## src/rtl/core/cdqr_pkg.sv

```systemverilog
// Shared types and constants for the captive DNS query responder.
// No dependencies; the design modules refer to it by scoped names.
package cdqr_pkg;

  localparam int MAX_QUERY = 512;
  localparam logic [10:0] MAX_QUERY_W = 11'(MAX_QUERY);

  localparam logic [9:0]  HDR_LEN     = 10'd12;
  localparam logic [10:0] MIN_LEN     = 11'd13;
  localparam logic [7:0]  LABEL_LIMIT = 8'd63;
  localparam logic [9:0]  OFF_LIMIT   = 10'd1023;
  localparam logic [9:0]  QTAIL_LEN   = 10'd5;

  // header byte offsets
  localparam logic [9:0] OFF_FLAGS_HI   = 10'd2;
  localparam logic [9:0] OFF_FLAGS_LO   = 10'd3;
  localparam logic [9:0] OFF_QDCOUNT_HI = 10'd4;
  localparam logic [9:0] OFF_QDCOUNT_LO = 10'd5;
  localparam logic [9:0] OFF_ANCOUNT_HI = 10'd6;
  localparam logic [9:0] OFF_ANCOUNT_LO = 10'd7;

  localparam logic [7:0] FLAG_QR     = 8'h80;
  localparam logic [7:0] FLAG_AA     = 8'h04;
  localparam logic [7:0] FLAG_RA     = 8'h80;
  localparam logic [7:0] OPCODE_MASK = 8'h78;
  localparam logic [7:0] ONE_BYTE    = 8'h01;

  localparam logic [31:0] TYPE_CLASS_A_IN = 32'h0001_0001;
  localparam logic [7:0]  NAME_PTR_HI     = 8'hC0;
  localparam logic [7:0]  RDLEN_A         = 8'h04;
  localparam logic [9:0]  ANSWER_LEN      = 10'd16;

  // register map, indexed by paddr[2]
  localparam logic REG_DEVICE_ADDRESS = 1'b0;
  localparam logic REG_ANSWER_TTL     = 1'b1;
  localparam logic [31:0] DEVICE_ADDRESS_RESET = 32'd0;
  localparam logic [15:0] ANSWER_TTL_RESET     = 16'd10;

  // result positions within the run caused by one input beat
  localparam logic [4:0] POS_WRITE    = 5'd0;
  localparam logic [4:0] POS_COUNT    = 5'd1;
  localparam logic [4:0] POS_REC0     = 5'd2;
  localparam logic [4:0] POS_REC_LAST = 5'd17;
  localparam logic [4:0] POS_VERDICT  = 5'd18;
  localparam logic [4:0] POS_NONE     = 5'd31;

  typedef struct packed {
    logic [31:0] device_address;
    logic [15:0] answer_ttl;
  } cdqr_cfg_t;

  // everything the emitter needs to replay one input beat's results
  typedef struct packed {
    logic       wr_en;
    logic [9:0] wr_off;
    logic [7:0] wr_val;
    logic       last;
    logic       ok;
    logic       ans;
    logic [9:0] q;
  } cdqr_desc_t;

endpackage

```

## src/rtl/core/cdqr_cfg_regs.sv

```systemverilog
// APB-style configuration registers: device address and answer TTL.
// Depends on cdqr_pkg.
module cdqr_cfg_regs (
  input  logic                clk,
  input  logic                rst_n,
  input  logic                cfg_psel,
  input  logic                cfg_penable,
  input  logic                cfg_pwrite,
  input  logic [2:0]          cfg_paddr,
  input  logic [31:0]         cfg_pwdata,
  output logic [31:0]         cfg_prdata,
  output logic                cfg_pready,
  output cdqr_pkg::cdqr_cfg_t cfg
);

  logic [31:0] device_address_r;
  logic [15:0] answer_ttl_r;
  logic        wr_en;

  assign cfg_pready = 1'b1;
  assign wr_en = cfg_psel & cfg_penable & cfg_pwrite;

  always_ff @(posedge clk) begin
    if (!rst_n) begin
      device_address_r <= cdqr_pkg::DEVICE_ADDRESS_RESET;
      answer_ttl_r     <= cdqr_pkg::ANSWER_TTL_RESET;
    end else if (wr_en) begin
      if (cfg_paddr[2] == cdqr_pkg::REG_DEVICE_ADDRESS) begin
        device_address_r <= cfg_pwdata;
      end else begin
        answer_ttl_r <= cfg_pwdata[15:0];
      end
    end
  end

  always_comb begin
    if (cfg_paddr[2] == cdqr_pkg::REG_ANSWER_TTL) begin
      cfg_prdata = {16'd0, answer_ttl_r};
    end else begin
      cfg_prdata = device_address_r;
    end
  end

  assign cfg.device_address = device_address_r;
  assign cfg.answer_ttl     = answer_ttl_r;

endmodule

```

## src/rtl/core/cdqr_parser.sv

```systemverilog
// Per-datagram parse state: header checks, question label walk, type/class.
// Depends on cdqr_pkg; produces one result descriptor per accepted beat.
module cdqr_parser (
  input  logic                 clk,
  input  logic                 rst_n,
  input  logic                 in_fire,
  input  logic [7:0]           in_byte,
  input  logic                 in_last,
  output cdqr_pkg::cdqr_desc_t desc
);

  logic [9:0]  byte_count_r, byte_count_nxt;
  logic [9:0]  next_label_at_r, next_label_at_nxt;
  logic        root_seen_r, root_seen_nxt;
  logic [9:0]  question_stop_r, question_stop_nxt;
  logic [31:0] type_and_class_r, type_and_class_nxt;
  logic        reject_r, reject_nxt;

  logic [9:0]  p;
  logic        rej;
  logic        emit;
  logic [7:0]  val;
  logic [9:0]  nla;
  logic        root;
  logic [9:0]  qs;
  logic [31:0] tac;
  logic [10:0] nx;
  logic [10:0] len;
  logic        ok;

  always_comb begin
    p    = byte_count_r;
    rej  = reject_r | ({1'b0, p} >= cdqr_pkg::MAX_QUERY_W);
    emit = 1'b0;
    val  = in_byte;
    nla  = next_label_at_r;
    root = root_seen_r;
    qs   = question_stop_r;
    tac  = type_and_class_r;
    nx   = {1'b0, p} + {3'b0, in_byte} + 11'd1;

    if (!rej) begin
      if (p < cdqr_pkg::HDR_LEN) begin
        emit = 1'b1;
        case (p)
          cdqr_pkg::OFF_FLAGS_HI: begin
            if (in_byte[7] || ((in_byte & cdqr_pkg::OPCODE_MASK) != 8'd0)) begin
              rej = 1'b1;
            end
            val = cdqr_pkg::FLAG_QR | cdqr_pkg::FLAG_AA | {7'd0, in_byte[0]};
          end
          cdqr_pkg::OFF_FLAGS_LO: val = cdqr_pkg::FLAG_RA;
          cdqr_pkg::OFF_QDCOUNT_HI: begin
            if (in_byte != 8'd0) rej = 1'b1;
          end
          cdqr_pkg::OFF_QDCOUNT_LO: begin
            if (in_byte != cdqr_pkg::ONE_BYTE) rej = 1'b1;
          end
          // answer count goes out with the final burst
          cdqr_pkg::OFF_ANCOUNT_LO: emit = 1'b0;
          default: begin
            if (p >= cdqr_pkg::OFF_ANCOUNT_HI) val = 8'd0;
          end
        endcase
      end else if (!root) begin
        emit = 1'b1;
        if (p == nla) begin
          if (in_byte == 8'd0) begin
            root = 1'b1;
            qs   = p + cdqr_pkg::QTAIL_LEN;
          end else if (in_byte > cdqr_pkg::LABEL_LIMIT) begin
            rej = 1'b1;
          end else begin
            nla = (nx > {1'b0, cdqr_pkg::OFF_LIMIT}) ? cdqr_pkg::OFF_LIMIT : nx[9:0];
          end
        end
      end else if (p < qs) begin
        emit = 1'b1;
        tac  = {tac[23:0], in_byte};
      end
      if (rej) emit = 1'b0;
    end

    len = {1'b0, p} + 11'd1;
    ok  = !rej && (len >= cdqr_pkg::MIN_LEN) && (len <= cdqr_pkg::MAX_QUERY_W) &&
          root && ({1'b0, qs} <= len);

    desc.wr_en  = emit;
    desc.wr_off = p;
    desc.wr_val = val;
    desc.last   = in_last;
    desc.ok     = in_last & ok;
    desc.ans    = (tac == cdqr_pkg::TYPE_CLASS_A_IN);
    desc.q      = qs;

    // start over after the final beat
    if (in_last) begin
      byte_count_nxt     = 10'd0;
      next_label_at_nxt  = cdqr_pkg::HDR_LEN;
      root_seen_nxt      = 1'b0;
      question_stop_nxt  = 10'd0;
      type_and_class_nxt = 32'd0;
      reject_nxt         = 1'b0;
    end else begin
      byte_count_nxt     = (p < cdqr_pkg::OFF_LIMIT) ? p + 10'd1 : p;
      next_label_at_nxt  = nla;
      root_seen_nxt      = root;
      question_stop_nxt  = qs;
      type_and_class_nxt = tac;
      reject_nxt         = rej;
    end
  end

  always_ff @(posedge clk) begin
    if (!rst_n) begin
      byte_count_r     <= 10'd0;
      next_label_at_r  <= cdqr_pkg::HDR_LEN;
      root_seen_r      <= 1'b0;
      question_stop_r  <= 10'd0;
      type_and_class_r <= 32'd0;
      reject_r         <= 1'b0;
    end else if (in_fire) begin
      byte_count_r     <= byte_count_nxt;
      next_label_at_r  <= next_label_at_nxt;
      root_seen_r      <= root_seen_nxt;
      question_stop_r  <= question_stop_nxt;
      type_and_class_r <= type_and_class_nxt;
      reject_r         <= reject_nxt;
    end
  end

endmodule

```

## src/rtl/core/cdqr_emitter.sv

```systemverilog
// Result register and sequencer: replays one descriptor as a run of beats.
// Depends on cdqr_pkg; config values come from cdqr_cfg_regs.
module cdqr_emitter (
  input  logic                 clk,
  input  logic                 rst_n,
  input  cdqr_pkg::cdqr_cfg_t  cfg,
  input  cdqr_pkg::cdqr_desc_t desc,
  input  logic                 in_tvalid,
  output logic                 in_tready,
  output logic                 out_tvalid,
  input  logic                 out_tready,
  output logic [31:0]          out_tdata,
  output logic                 out_tlast,
  output logic                 out_tuser
);

  cdqr_pkg::cdqr_desc_t desc_r;
  logic [4:0] pos_r, pos_nxt;
  logic       busy_r, busy_nxt;
  logic [4:0] start_pos;
  logic [4:0] next_pos;
  logic       in_fire;
  logic       out_fire;
  logic [3:0] rec_idx;
  logic [7:0] rec_byte;
  logic [9:0] offset;
  logic [7:0] value;
  logic       send;
  logic [9:0] length;

  always_comb begin
    if (desc.wr_en) begin
      start_pos = cdqr_pkg::POS_WRITE;
    end else if (desc.ok) begin
      start_pos = cdqr_pkg::POS_COUNT;
    end else if (desc.last) begin
      start_pos = cdqr_pkg::POS_VERDICT;
    end else begin
      start_pos = cdqr_pkg::POS_NONE;
    end
  end

  always_comb begin
    case (pos_r)
      cdqr_pkg::POS_WRITE: begin
        if (desc_r.ok) next_pos = cdqr_pkg::POS_COUNT;
        else if (desc_r.last) next_pos = cdqr_pkg::POS_VERDICT;
        else next_pos = cdqr_pkg::POS_NONE;
      end
      cdqr_pkg::POS_COUNT:
        next_pos = desc_r.ans ? cdqr_pkg::POS_REC0 : cdqr_pkg::POS_VERDICT;
      cdqr_pkg::POS_REC_LAST: next_pos = cdqr_pkg::POS_VERDICT;
      cdqr_pkg::POS_VERDICT:  next_pos = cdqr_pkg::POS_NONE;
      cdqr_pkg::POS_NONE:     next_pos = cdqr_pkg::POS_NONE;
      default:                next_pos = pos_r + 5'd1;
    endcase
  end

  // take a new beat when empty or when the run's final beat leaves now
  assign in_tready = !busy_r || (out_tready && (next_pos == cdqr_pkg::POS_NONE));
  assign in_fire   = in_tvalid & in_tready;
  assign out_fire  = busy_r & out_tready;

  always_comb begin
    pos_nxt  = pos_r;
    busy_nxt = busy_r;
    if (in_fire) begin
      pos_nxt  = start_pos;
      busy_nxt = (start_pos != cdqr_pkg::POS_NONE);
    end else if (out_fire) begin
      pos_nxt  = next_pos;
      busy_nxt = (next_pos != cdqr_pkg::POS_NONE);
    end
  end

  always_ff @(posedge clk) begin
    if (!rst_n) begin
      pos_r  <= cdqr_pkg::POS_NONE;
      busy_r <= 1'b0;
    end else begin
      pos_r  <= pos_nxt;
      busy_r <= busy_nxt;
    end
  end

  always_ff @(posedge clk) begin
    if (in_fire) desc_r <= desc;
  end

  assign rec_idx = 4'(pos_r - cdqr_pkg::POS_REC0);

  // 16-byte A record: pointer to the question name, A, IN, TTL, rdlength, address
  always_comb begin
    case (rec_idx)
      4'd0:    rec_byte = cdqr_pkg::NAME_PTR_HI;
      4'd1:    rec_byte = cdqr_pkg::HDR_LEN[7:0];
      4'd3:    rec_byte = cdqr_pkg::ONE_BYTE;
      4'd5:    rec_byte = cdqr_pkg::ONE_BYTE;
      4'd8:    rec_byte = cfg.answer_ttl[15:8];
      4'd9:    rec_byte = cfg.answer_ttl[7:0];
      4'd11:   rec_byte = cdqr_pkg::RDLEN_A;
      4'd12:   rec_byte = cfg.device_address[31:24];
      4'd13:   rec_byte = cfg.device_address[23:16];
      4'd14:   rec_byte = cfg.device_address[15:8];
      4'd15:   rec_byte = cfg.device_address[7:0];
      default: rec_byte = 8'd0;
    endcase
  end

  always_comb begin
    offset = 10'd0;
    value  = 8'd0;
    send   = 1'b0;
    length = 10'd0;
    case (pos_r)
      cdqr_pkg::POS_WRITE: begin
        offset = desc_r.wr_off;
        value  = desc_r.wr_val;
      end
      cdqr_pkg::POS_COUNT: begin
        offset = cdqr_pkg::OFF_ANCOUNT_LO;
        value  = {7'd0, desc_r.ans};
      end
      cdqr_pkg::POS_VERDICT: begin
        send = desc_r.ok;
        if (desc_r.ok) begin
          length = desc_r.ans ? desc_r.q + cdqr_pkg::ANSWER_LEN : desc_r.q;
        end
      end
      cdqr_pkg::POS_NONE: begin
        offset = 10'd0;
      end
      default: begin
        offset = desc_r.q + {6'd0, rec_idx};
        value  = rec_byte;
      end
    endcase
  end

  assign out_tvalid = busy_r;
  assign out_tdata  = {3'd0, length, send, value, offset};
  assign out_tlast  = (next_pos == cdqr_pkg::POS_NONE);
  assign out_tuser  = (pos_r == cdqr_pkg::POS_VERDICT);

endmodule

```

## src/rtl/core/captive_dns_query_responder.sv

```systemverilog
// Captive DNS query responder: one datagram byte in per beat, buffer writes out.
// Usage:
//   in_*  : one query byte per beat in in_tdata[7:0]; in_tlast marks the final
//           byte of the datagram.
//   out_* : in_tuser-free results; out_tuser is 0 for a buffer write and 1 for
//           the verdict; out_tlast marks the last beat caused by one input byte.
//   cfg_* : APB-style; 0x0 device address, 0x4 answer TTL (low 16 bits).
// Latency: a result appears the cycle after its input byte is accepted.
// Throughput: one byte per cycle while each byte yields at most one beat and out_tready is high.
//   The final byte yields up to 19 beats (own write, answer count, 16 answer
//   bytes, verdict), sent one per cycle by the result sequencer while out_tready
//   is high; no new byte is taken until the last of them leaves.
// Stall: while out_tready is low the current beat holds and in_tready stays
//   low for as long as a result is waiting.
// Reset: synchronous, active low; clears the parse state, idles the result
//   sequencer (the result register is not reset), sets the address to 0 and the TTL to 10.
// Depends on cdqr_pkg, cdqr_cfg_regs, cdqr_parser, cdqr_emitter.
module captive_dns_query_responder (
  input  logic        clk,
  input  logic        rst_n,
  input  logic        in_tvalid,
  output logic        in_tready,
  input  logic [7:0]  in_tdata,   // [7:0] data_byte
  input  logic        in_tlast,   // last_byte
  output logic        out_tvalid,
  input  logic        out_tready,
  output logic [31:0] out_tdata,  // [9:0] offset, [17:10] value, [18] send, [28:19] length
  output logic        out_tlast,  // run_end
  output logic        out_tuser,  // [0] kind
  input  logic        cfg_psel,
  input  logic        cfg_penable,
  input  logic        cfg_pwrite,
  input  logic [2:0]  cfg_paddr,
  input  logic [31:0] cfg_pwdata,
  output logic [31:0] cfg_prdata,
  output logic        cfg_pready
);

  cdqr_pkg::cdqr_cfg_t  cfg;
  cdqr_pkg::cdqr_desc_t desc;
  logic                 in_fire;

  assign in_fire = in_tvalid & in_tready;

  cdqr_cfg_regs u_cfg (
    .clk         (clk),
    .rst_n       (rst_n),
    .cfg_psel    (cfg_psel),
    .cfg_penable (cfg_penable),
    .cfg_pwrite  (cfg_pwrite),
    .cfg_paddr   (cfg_paddr),
    .cfg_pwdata  (cfg_pwdata),
    .cfg_prdata  (cfg_prdata),
    .cfg_pready  (cfg_pready),
    .cfg         (cfg)
  );

  cdqr_parser u_parser (
    .clk     (clk),
    .rst_n   (rst_n),
    .in_fire (in_fire),
    .in_byte (in_tdata),
    .in_last (in_tlast),
    .desc    (desc)
  );

  cdqr_emitter u_emitter (
    .clk        (clk),
    .rst_n      (rst_n),
    .cfg        (cfg),
    .desc       (desc),
    .in_tvalid  (in_tvalid),
    .in_tready  (in_tready),
    .out_tvalid (out_tvalid),
    .out_tready (out_tready),
    .out_tdata  (out_tdata),
    .out_tlast  (out_tlast),
    .out_tuser  (out_tuser)
  );

endmodule

```

## config.mk

```make
export PLATFORM = sky130hd
export DESIGN_NAME = captive_dns_query_responder
export DESIGN_NICKNAME = d
export VERILOG_FILES = /design/src/rtl/core/cdqr_pkg.sv /design/src/rtl/core/cdqr_cfg_regs.sv /design/src/rtl/core/cdqr_parser.sv /design/src/rtl/core/cdqr_emitter.sv /design/src/rtl/core/captive_dns_query_responder.sv
export SDC_FILE = /design/constraint.sdc
export NUM_CORES = 1
export LEC_CHECK = 0
export BUFFER_PORTS_ARGS = -buffer_cell sky130_fd_sc_hd__buf_4
export CAP_MARGIN = 20
export CORE_ASPECT_RATIO = 0.7
export CORE_MARGIN = 3
export CORE_UTILIZATION = 35
export DETAILED_ROUTE_END_ITERATION = 8
export GPL_TIMING_DRIVEN = 1
export HOLD_SLACK_MARGIN = 0.05
export PLACE_DENSITY = 0.6
export SLEW_MARGIN = 20
export SYNTH_ARGS = -nofsm -noshare
export SYNTH_HDL_FRONTEND = slang
export SYNTH_HIERARCHICAL = 1
export SYNTH_SLANG_ARGS = --single-unit
```

## constraint.sdc

```tcl
create_clock -name clk -period 4.3 [get_ports clk]
set_input_delay 0.645 -clock clk [delete_from_list [all_inputs] [get_ports clk]]
set_output_delay 0.645 -clock clk [all_outputs]
set_load 0.005 [all_outputs]
```

==> Yosys cells after proc, flatten, opt, wreduce, memory -nomap -nowiden <==
Cells that the tools add are included.
{ "totals": {"inputBits": 51, "ff_bits": 149} }
{ "op_classes": {"mux": 68, "n_reduce_logical": 24, "bitwise": 7, "eq_ne": 30, "n_lt_le_gt_ge": 10, "n_addsub": 9} }
{ "ops": {"columns": ["op", "n"], "rows": [
  ["32-bit 2-to-1 mux", 6],
  ["10-bit 2-to-1 mux", 19],
  ["8-bit case mux with 10 select lines", 1],
  ["8-bit case mux with 3 select lines", 2],
  ["32-bit by 17-bit equality test with 1-bit output, second input constant", 1],
  ["10-bit by 3-bit equality test with 1-bit output, second input constant", 3],
  ["5-bit 2-to-1 mux", 6],
  ["10-bit case mux with 3 select lines", 1],
  ["4-bit equality test, second input constant", 7],
  ["1-bit 2-to-1 mux", 26],
  ["8-bit 2-to-1 mux", 3],
  ["10-bit by 2-bit equality test with 1-bit output, second input constant", 2],
  ["5-bit equality test, second input constant", 4],
  ["5-bit case mux with 4 select lines", 1],
  ["8-bit nonzero test", 2],
  ["10-bit by 1-bit adder with 11-bit output, second input constant", 1],
  ["10-bit by 8-bit adder with 11-bit output", 1],
  ["11-bit by 1-bit adder with 11-bit output, second input constant", 1],
  ["11-bit by 4-bit >= comparator with 1-bit output, second input constant", 1],
  ["11-bit by 10-bit greater-than comparator with 1-bit output, second input constant", 1],
  ["10-bit by 11-bit less-or-equal comparator with 1-bit output", 1],
  ["11-bit by 10-bit less-or-equal comparator with 1-bit output, second input constant", 1],
  ["10-bit by 1-bit adder with 10-bit output, second input constant", 1],
  ["10-bit by 3-bit adder with 10-bit output, second input constant", 1],
  ["34 further kinds", 55]
]} }

==> Logic depth before layout (Yosys ltp) <==
Gate-level depths: netlist of the first run.
{ "logic_depth": {"depth_word": 18, "mapped_depth": 21} }

==> Modules after synthesis <==
The synthesis of the first run kept the hierarchy.
{ "by_module_without_submodules": {"columns": ["mod", "seq_area_each_um2", "instances", "area_each_um2", "cells_per_inst"], "rows": [
  ["cdqr_parser", 1281.2, 1, 4327.9, 510],
  ["cdqr_emitter", 1051.0, 1, 2758.9, 292],
  ["cdqr_cfg_regs", 960.9, 1, 2205.9, 233],
  ["captive_dns_query_responder", 0.0, 1, 6.3, 1]
]} }

==> Worst setup path before layout of the first run <==
Ideal clock, no wire load.
{ "synth_timing": {"path_kind": "in2reg", "start": "input in_tdata[7]", "end": "register u_emitter.pos_r[4]", "stages": 18, "setup_ns": 0.122, "t_arrival_ns": 3.610, "n_path_buf": 1, "setup_slack_ns": 0.568, "required_time_ns": 4.178, "cell_sequence": "nor2_1 > nor4b_2 > nand3_1 > nand3b_1 > clkbuf_1 > o21ai_0 > ha_1 > nor2b_1 > o21a_1 > o21a_1 > o211ai_1 > a31oi_1 > a211oi_1 > or2_2 > nor2_1 > a21oi_1 > a31oi_1 > nand3b_1"} }
{ "synth_lines": {"columns": ["element", "line", "text"], "rows": [
  ["start: declaration", "captive_dns_query_responder.sv:23", "input logic [7:0] in_tdata,"],
  ["end signal: assignment", "cdqr_emitter.sv:78", "pos_r <= cdqr_pkg::POS_NONE;"],
  ["end signal: assignment", "cdqr_emitter.sv:81", "pos_r <= pos_nxt;"],
  ["end: declaration", "cdqr_emitter.sv:18", "logic [4:0] pos_r, pos_nxt;"]
]} }

==> results.sh, run 1 <==
export IMPL_status="completed"
export IMPL_first_iter_violations=747
export IMPL_clkTransAtPathRegs_ns=0.07
export IMPL_rsz0062_at_grt="false"
export IMPL_synth_cells=1036
export IMPL_io_pin_count=120
export IMPL_fin_crit_sh_pct=92.2
export IMPL_period_needed_ns=3.96
export IMPL_areaGrowthSynthToFinish_pct=18.5
export IMPL_slowest_delay_ns=0.44
export IMPL_grt_pass1_wl_um=41500
export IMPL_globalplace_congestion=0.881
export IMPL_most_common_layout_cells="nand2_1 (153), buf_4 (146), dfxtp_1 (118), o21ai_0 (59), nor2_1 (53)"
export IMPL_synth_enable_flop_cells=31
export IMPL_dp_hpwl_um=19400
export IMPL_dpl_cell_count=1469
export IMPL_finalSetupViolCount=0
export IMPL_clkSinkCount=149
export IMPL_pre_cts_ws_ns=0.192
export IMPL_die_area_sq_um=28600
export IMPL_synthMuxAreaShare_pct=8.17
export IMPL_crit_slowest_cell="dfxtp_1"
export IMPL_syn_area_sq_um=9300
export IMPL_synth_top_area_share_pct=25.4
export IMPL_drive_gt1_share_pct=20.6
export IMPL_drc=0
export IMPL_start_util_pct=35.9
export IMPL_holdCritPathClass="flip-flop to flip-flop"
export IMPL_final_setup_worst_slack_ns=0.338
export IMPL_worstPathArrival_ns=4.31
export IMPL_rows=49
export IMPL_wl_per_cell_um=17.5
export IMPL_root_buffer="clkbuf_16"
export IMPL_antenna_cells=0
export IMPL_relSlewSlack_pct=29.8
export IMPL_post_cts_setup_buffers=0
export IMPL_grt_usage_pct=18.1
export IMPL_worst_skew_pair_late_latency_ns=0.43
export IMPL_p_leak_nw=4.39
export IMPL_final_common_cell="nand2_1"
export IMPL_port_buffers=113
export IMPL_vias=7950
export IMPL_ys_async_sr_fraction_pct=0
export IMPL_syn_avg_cell_area_sq_um=8.98
export IMPL_final_nets=1229
export IMPL_start_kind="flip-flop"
export IMPL_synth_compound_area_share_pct=18.9
export IMPL_maxCapViolCount=0
export IMPL_crit_required_ns=4.64
export IMPL_critical_path_class="flip-flop to flip-flop"
export IMPL_clock_fmax_ghz=0.252
export IMPL_cp_num_buf_inv=3
export IMPL_grt_pass1_vias=7351
export IMPL_p_per_area_nw_per_um2=360
export IMPL_viasPerCell=5.30
export IMPL_numCtsBuffers=17
export IMPL_core_area_sq_um=25900
export IMPL_ys_ff_latch=149
export IMPL_globalRouteOverflowTotal=0
export IMPL_htree_levels=4
export IMPL_hold_viol=0
export IMPL_critPathMaxFanout=22
export IMPL_synth_xor_area_share_pct=4.13
export IMPL_power_mw=3.97
export IMPL_cpLargestDelayFamily="simple AND/OR/NAND/NOR gates"
export IMPL_die_y_um=142
export IMPL_netlist_top_cells_area="dfxtp_1 (25%), edfxtp_1 (10%), nand2_1 (6.2%)"
export IMPL_dieWidth_um=201
export IMPL_cp_end_kind="flip-flop"
export IMPL_dr_pass1_iters=5
export IMPL_synth_adder_area_share_pct=6.49
export IMPL_routed_wl_um=26300
export IMPL_yosysTopAreaCell="dfxtp_1"
export IMPL_peakVddDrop_uv=276
export IMPL_stdcell_count=1501
export IMPL_synth_simple_area_share_pct=20.5
export IMPL_seq_area_frac_synth_pct=35.4
export IMPL_grt_max_degree=61
export IMPL_synth_ff_type="dfxtp_1"
export IMPL_ys_warn_count=6
export IMPL_synth_top_family_by_area="simple AND/OR/NAND/NOR gates"
export IMPL_clockBufferDepth=2
export IMPL_finalSetupTns_ns=0
export IMPL_skew_ns=0.0112
export IMPL_max_slew_worst_pin_slew_ns=1.05
export IMPL_slew_violations=0
export IMPL_post_route_util_pct=42.5
export IMPL_ant_nets=0
export IMPL_cts_hold_buf=0
export IMPL_antenna_found_initial=0
export IMPL_cts_tree="yes"
export IMPL_cp_cell_sequence="xnor2_1 > nand4_1 > nor4_2 > nand3b_1 > buf_12 > o21ai_0 > ha_1 > and4_1 > nand4_1 > o211ai_1 > a31oi_1 > a211oi_1 > buf_4 > or2_2 > buf_4 > o21a_1 > a211oi_1"
export IMPL_cts_resized=0
export IMPL_synth_cell_types=93
stage by stage:
| step | cell area [sq um] | hold WS [ns] |
|---|---|---|
| finish | 11000 | 0.465 |
| global route | 11000 | 0.470 |
| CTS | 11000 | 0.455 |
| detailed placement | 10400 | 0.457 |
| global placement | 10400 | 0.449 |
| floorplan | 9310 | 0.431 |
metal layers:
layer  share of wire, %  GRT usage, %
met1                 53          28.8
met4                1.0          4.17
met3                5.6          3.57
met5                  0             0
met2                 40          24.4
cells by family (layout without fill, tap and decap cells):
logic type	after synthesis	in the layout
buf+inv	104	210
xor+xnor	43	43
flops	149	149
other cells	2	4
simple gates	370	370
compound gates	248	248
fa+ha+maj	47	47
mux	73	73
report_power, final:
part | switching (mW) | internal, mW
clock | 0.628 | 0.925
sequential | 0.0548 | 1.48
combinational | 0.510 | 0.376
Yosys cell counts (14+ instances only):
master	count
mux2_2	23
xnor2_1	29
and2_1	14
nand3_1	20
nor2b_1	36
ha_1	45
dfxtp_1	118
nor2_1	53
inv_1	29
a21oi_1	30
nand2_1	153
buf_2	15
mux2i_1	50
a22o_1	36
clkbuf_1	35
edfxtp_1	31
o21ai_0	59
worst register-to-register path, delay by kind of cell, from the launching register on:
family          cells  cell delay, ns
simple gates        6            1.40
compound gates      6            1.04
buf+inv             3            0.52
flops               1            0.44
fa+ha+maj           1            0.31
xor+xnor            1            0.15
path summary, 6_finish.rpt:
check	start	to	slack (ns)	depth (start not counted)
max	u_parser/byte_count_r[9]$_SDFFE_PN0P_	u_emitter/pos_r[2]$_SDFFE_PN1P_	0.34	17
min	u_parser/next_label_at_r[8]$_SDFFE_PN0P_	u_parser/next_label_at_r[8]$_SDFFE_PN0P_	0.46	2
max reg2reg	u_parser/byte_count_r[9]$_SDFFE_PN0P_	u_emitter/pos_r[2]$_SDFFE_PN1P_	0.34	17
min reg2reg	u_parser/next_label_at_r[8]$_SDFFE_PN0P_	u_parser/next_label_at_r[8]$_SDFFE_PN0P_	0.46	2
layout make-up:
| class | count | area, sq um |
|---|---|---|
| inverters | 30 | 113 |
| fillers | 2558 | 14900 |
| flip-flops and latches | 149 | 3290 |
| repair buffers | 148 | 1140 |
| clock buffers | 22 | 485 |
| well taps | 357 | 447 |
| clock inverters | 10 | 116 |
| multi-input cells | 785 | 5430 |
state kept, by name, summed over array words and instances (netlist names):
| signal | flops |
|---|---|
| u_emitter/pos_r | 5 |
| u_cfg/answer_ttl_r | 16 |
| u_parser/type_and_class_r | 32 |
| u_parser/byte_count_r | 10 |
| u_parser/next_label_at_r | 10 |
| u_parser/root_seen_r | 1 |
| u_cfg/device_address_r | 32 |
| u_parser/question_stop_r | 10 |
| u_parser/reject_r | 1 |
| u_emitter/out_tvalid | 1 |
| u_emitter/desc_r | 31 |
No activity file was read; power rests on OpenSTA's default activity.
==> run 2, diff against run 1 <==
--- a/config.mk
+++ b/config.mk
@@ -14,6 +14,7 @@
 export GPL_TIMING_DRIVEN = 1
 export HOLD_SLACK_MARGIN = 0.05
 export PLACE_DENSITY = 0.6
+export REMOVE_ABC_BUFFERS = 1
 export SLEW_MARGIN = 20
 export SYNTH_ARGS = -nofsm -noshare
 export SYNTH_HDL_FRONTEND = slang
==> results.sh, run 2 (synthesis results as in run 1) <==
export IMPL_relSlewSlack_pct=28.4
export IMPL_status="completed"
export IMPL_maxCapViolCount=0
export IMPL_first_iter_violations=693
export IMPL_fin_crit_sh_pct=92.1
export IMPL_p_switching_mw=1.28
export IMPL_dp_hpwl_um=19500
export IMPL_antenna_found_initial=0
export IMPL_wl_per_cell_um=17.6
export IMPL_numCtsBuffers=17
export IMPL_most_common_layout_cells="nand2_1 (153), buf_4 (147), dfxtp_1 (117), o21ai_0 (59), nor2_1 (53)"
export IMPL_die_y_um=142
export IMPL_p_int_mw=2.69
export IMPL_cts_tree="yes"
export IMPL_top_regs="u_cfg/device_address_r (32), u_parser/type_and_class_r (32), u_emitter/desc_r (31)"
export IMPL_switching_share_pct=32.2
export IMPL_critical_path_class="flip-flop to primary output"
export IMPL_routed_wl_um=26400
export IMPL_start_kind="flip-flop"
export IMPL_drive_gt1_share_pct=20.9
export IMPL_finalSetupTns_ns=0
export IMPL_rows=49
export IMPL_peakVddDrop_uv=246
export IMPL_grt_usage_pct=18.2
export IMPL_slew_violations=0
export IMPL_cp_cell_sequence="inv_1 > ha_1 > inv_1 > ha_1 > a21o_1 > a21oi_1 > nor2b_1 > xnor2_1 > o21ai_0 > buf_4"
export IMPL_hold_viol=0
export IMPL_viasPerCell=5.29
export IMPL_final_setup_worst_slack_ns=0.341
export IMPL_p_clk_share_pct=38.6
export IMPL_finalSetupViolCount=0
export IMPL_critPathMaxFanout=13
export IMPL_period_needed_ns=3.96
export IMPL_port_buffers=113
export IMPL_p_per_area_nw_per_um2=361
export IMPL_core_area_sq_um=25900
export IMPL_crit_slowest_cell="dfxtp_1"
export IMPL_final_nets=1229
export IMPL_pre_cts_ws_ns=0.148
export IMPL_clkTransAtPathRegs_ns=0.07
export IMPL_dr_pass1_iters=5
export IMPL_crit_required_ns=3.65
export IMPL_areaGrowthSynthToFinish_pct=18.5
export IMPL_p_leak_nw=4.39
export IMPL_final_common_cell="nand2_1"
export IMPL_worst_skew_pair_late_latency_ns=0.44
export IMPL_post_cts_setup_buffers=0
export IMPL_vias=7940
export IMPL_comb_power_share_pct=22.5
export IMPL_dieWidth_um=201
export IMPL_globalRouteOverflowTotal=0
export IMPL_start_util_pct=35.9
export IMPL_die_area_sq_um=28600
export IMPL_ant_nets=0
export IMPL_antenna_cells=0
export IMPL_grt_pass1_vias=7366
export IMPL_clkSinkCount=149
export IMPL_seqPwrFrac_pct=38.9
export IMPL_cts_hold_buf=0
export IMPL_skew_ns=0.00857
export IMPL_hold_ws_ns=0.456
export IMPL_root_buffer="clkbuf_16"
export IMPL_worstPathArrival_ns=3.31
export IMPL_htree_levels=4
export IMPL_power_mw=3.97
export IMPL_grt_pass1_wl_um=41500
export IMPL_clock_fmax_ghz=0.253
export IMPL_max_slew_worst_pin_slew_ns=1.07
export IMPL_rsz0062_at_grt="false"
export IMPL_cp_end_kind="primary output"
export IMPL_holdCritPathClass="input pin to flip-flop"
export IMPL_post_route_util_pct=42.5
export IMPL_slowest_delay_ns=0.74
export IMPL_drc=0
export IMPL_grt_max_degree=64
export IMPL_globalplace_congestion=0.842
export IMPL_io_pin_count=120
export IMPL_clockBufferDepth=2
[run 2: path summary, 6_finish.rpt]
check                                           startpoint                                  endpoint  slack (ns)  cells after the start
hold / removal                              cfg_pwdata[22]   u_cfg/device_address_r[22]$_SDFFE_PN0P_        0.46                      3
setup / recovery           u_emitter/pos_r[2]$_SDFFE_PN1P_                              out_tdata[5]        0.34                     10
hold reg to reg   u_parser/next_label_at_r[7]$_SDFFE_PN0P_  u_parser/next_label_at_r[7]$_SDFFE_PN0P_        0.46                      2
setup reg to reg     u_parser/byte_count_r[4]$_SDFFE_PN0P_           u_emitter/pos_r[4]$_SDFFE_PN1P_        0.43                     19
[run 2: area by class of cell]
cell class,instances,area (sq um)
clock buffer,17,425
tap,357,447
inverter,30,113
sequential,149,3290
timing repair buffer,148,1120
fill,2597,14900
multi-input combinational,785,5430
clock inverter,15,180
[run 2: metrics by stage]
| stage | instances | cell area [sq um] |
|---|---|---|
| 6_report | 1501 | 11000 |
| 4_1_cts | 1501 | 11000 |
| 5_1_grt | 1501 | 11000 |
| 3_3_place_gp | 1469 | 10400 |
| 3_5_place_dp | 1469 | 10400 |
| 2_1_floorplan | 964 | 8840 |
[run 2: power by group through the flow]
| stage | logic [mW] | clock network [mW] | registers [mW] |
|---|---|---|---|
| after global routing | 0.973 | 1.62 | 1.55 |
| after global placement | 0.874 | 0 | 1.57 |
| after floorplan | 0.502 | 0 | 1.55 |
| after CTS | 0.891 | 1.57 | 1.54 |
| final | 0.896 | 1.53 | 1.54 |
| after detailed placement | 0.886 | 0 | 1.57 |
[run 2: critical path: cells and delay by family (launching register included)]
family                   cells  cell delay (ns)
flip-flops                   1             0.74
AND/OR/NAND/NOR              1             0.11
AO/OA/AOI/OAI                3             0.91
XOR/XNOR                     1             0.14
buffers and inverters        3             0.34
adder cells (fa/ha/maj)      2             0.63
[run 2: timing repair]
item,in CTS,in global routing
endpoints found under the setup margin,0,1
endpoints found under the hold margin,0,0
gates resized for setup,0,1
[run 2: metal layers]
| metal | track usage [%] | wire length (um) |
|---|---|---|
| met5 | 0 | 0 |
| met3 | 3.59 | 1400 |
| met4 | 5.10 | 350 |
| met2 | 27.5 | 11400 |
| met1 | 26.5 | 13300 |
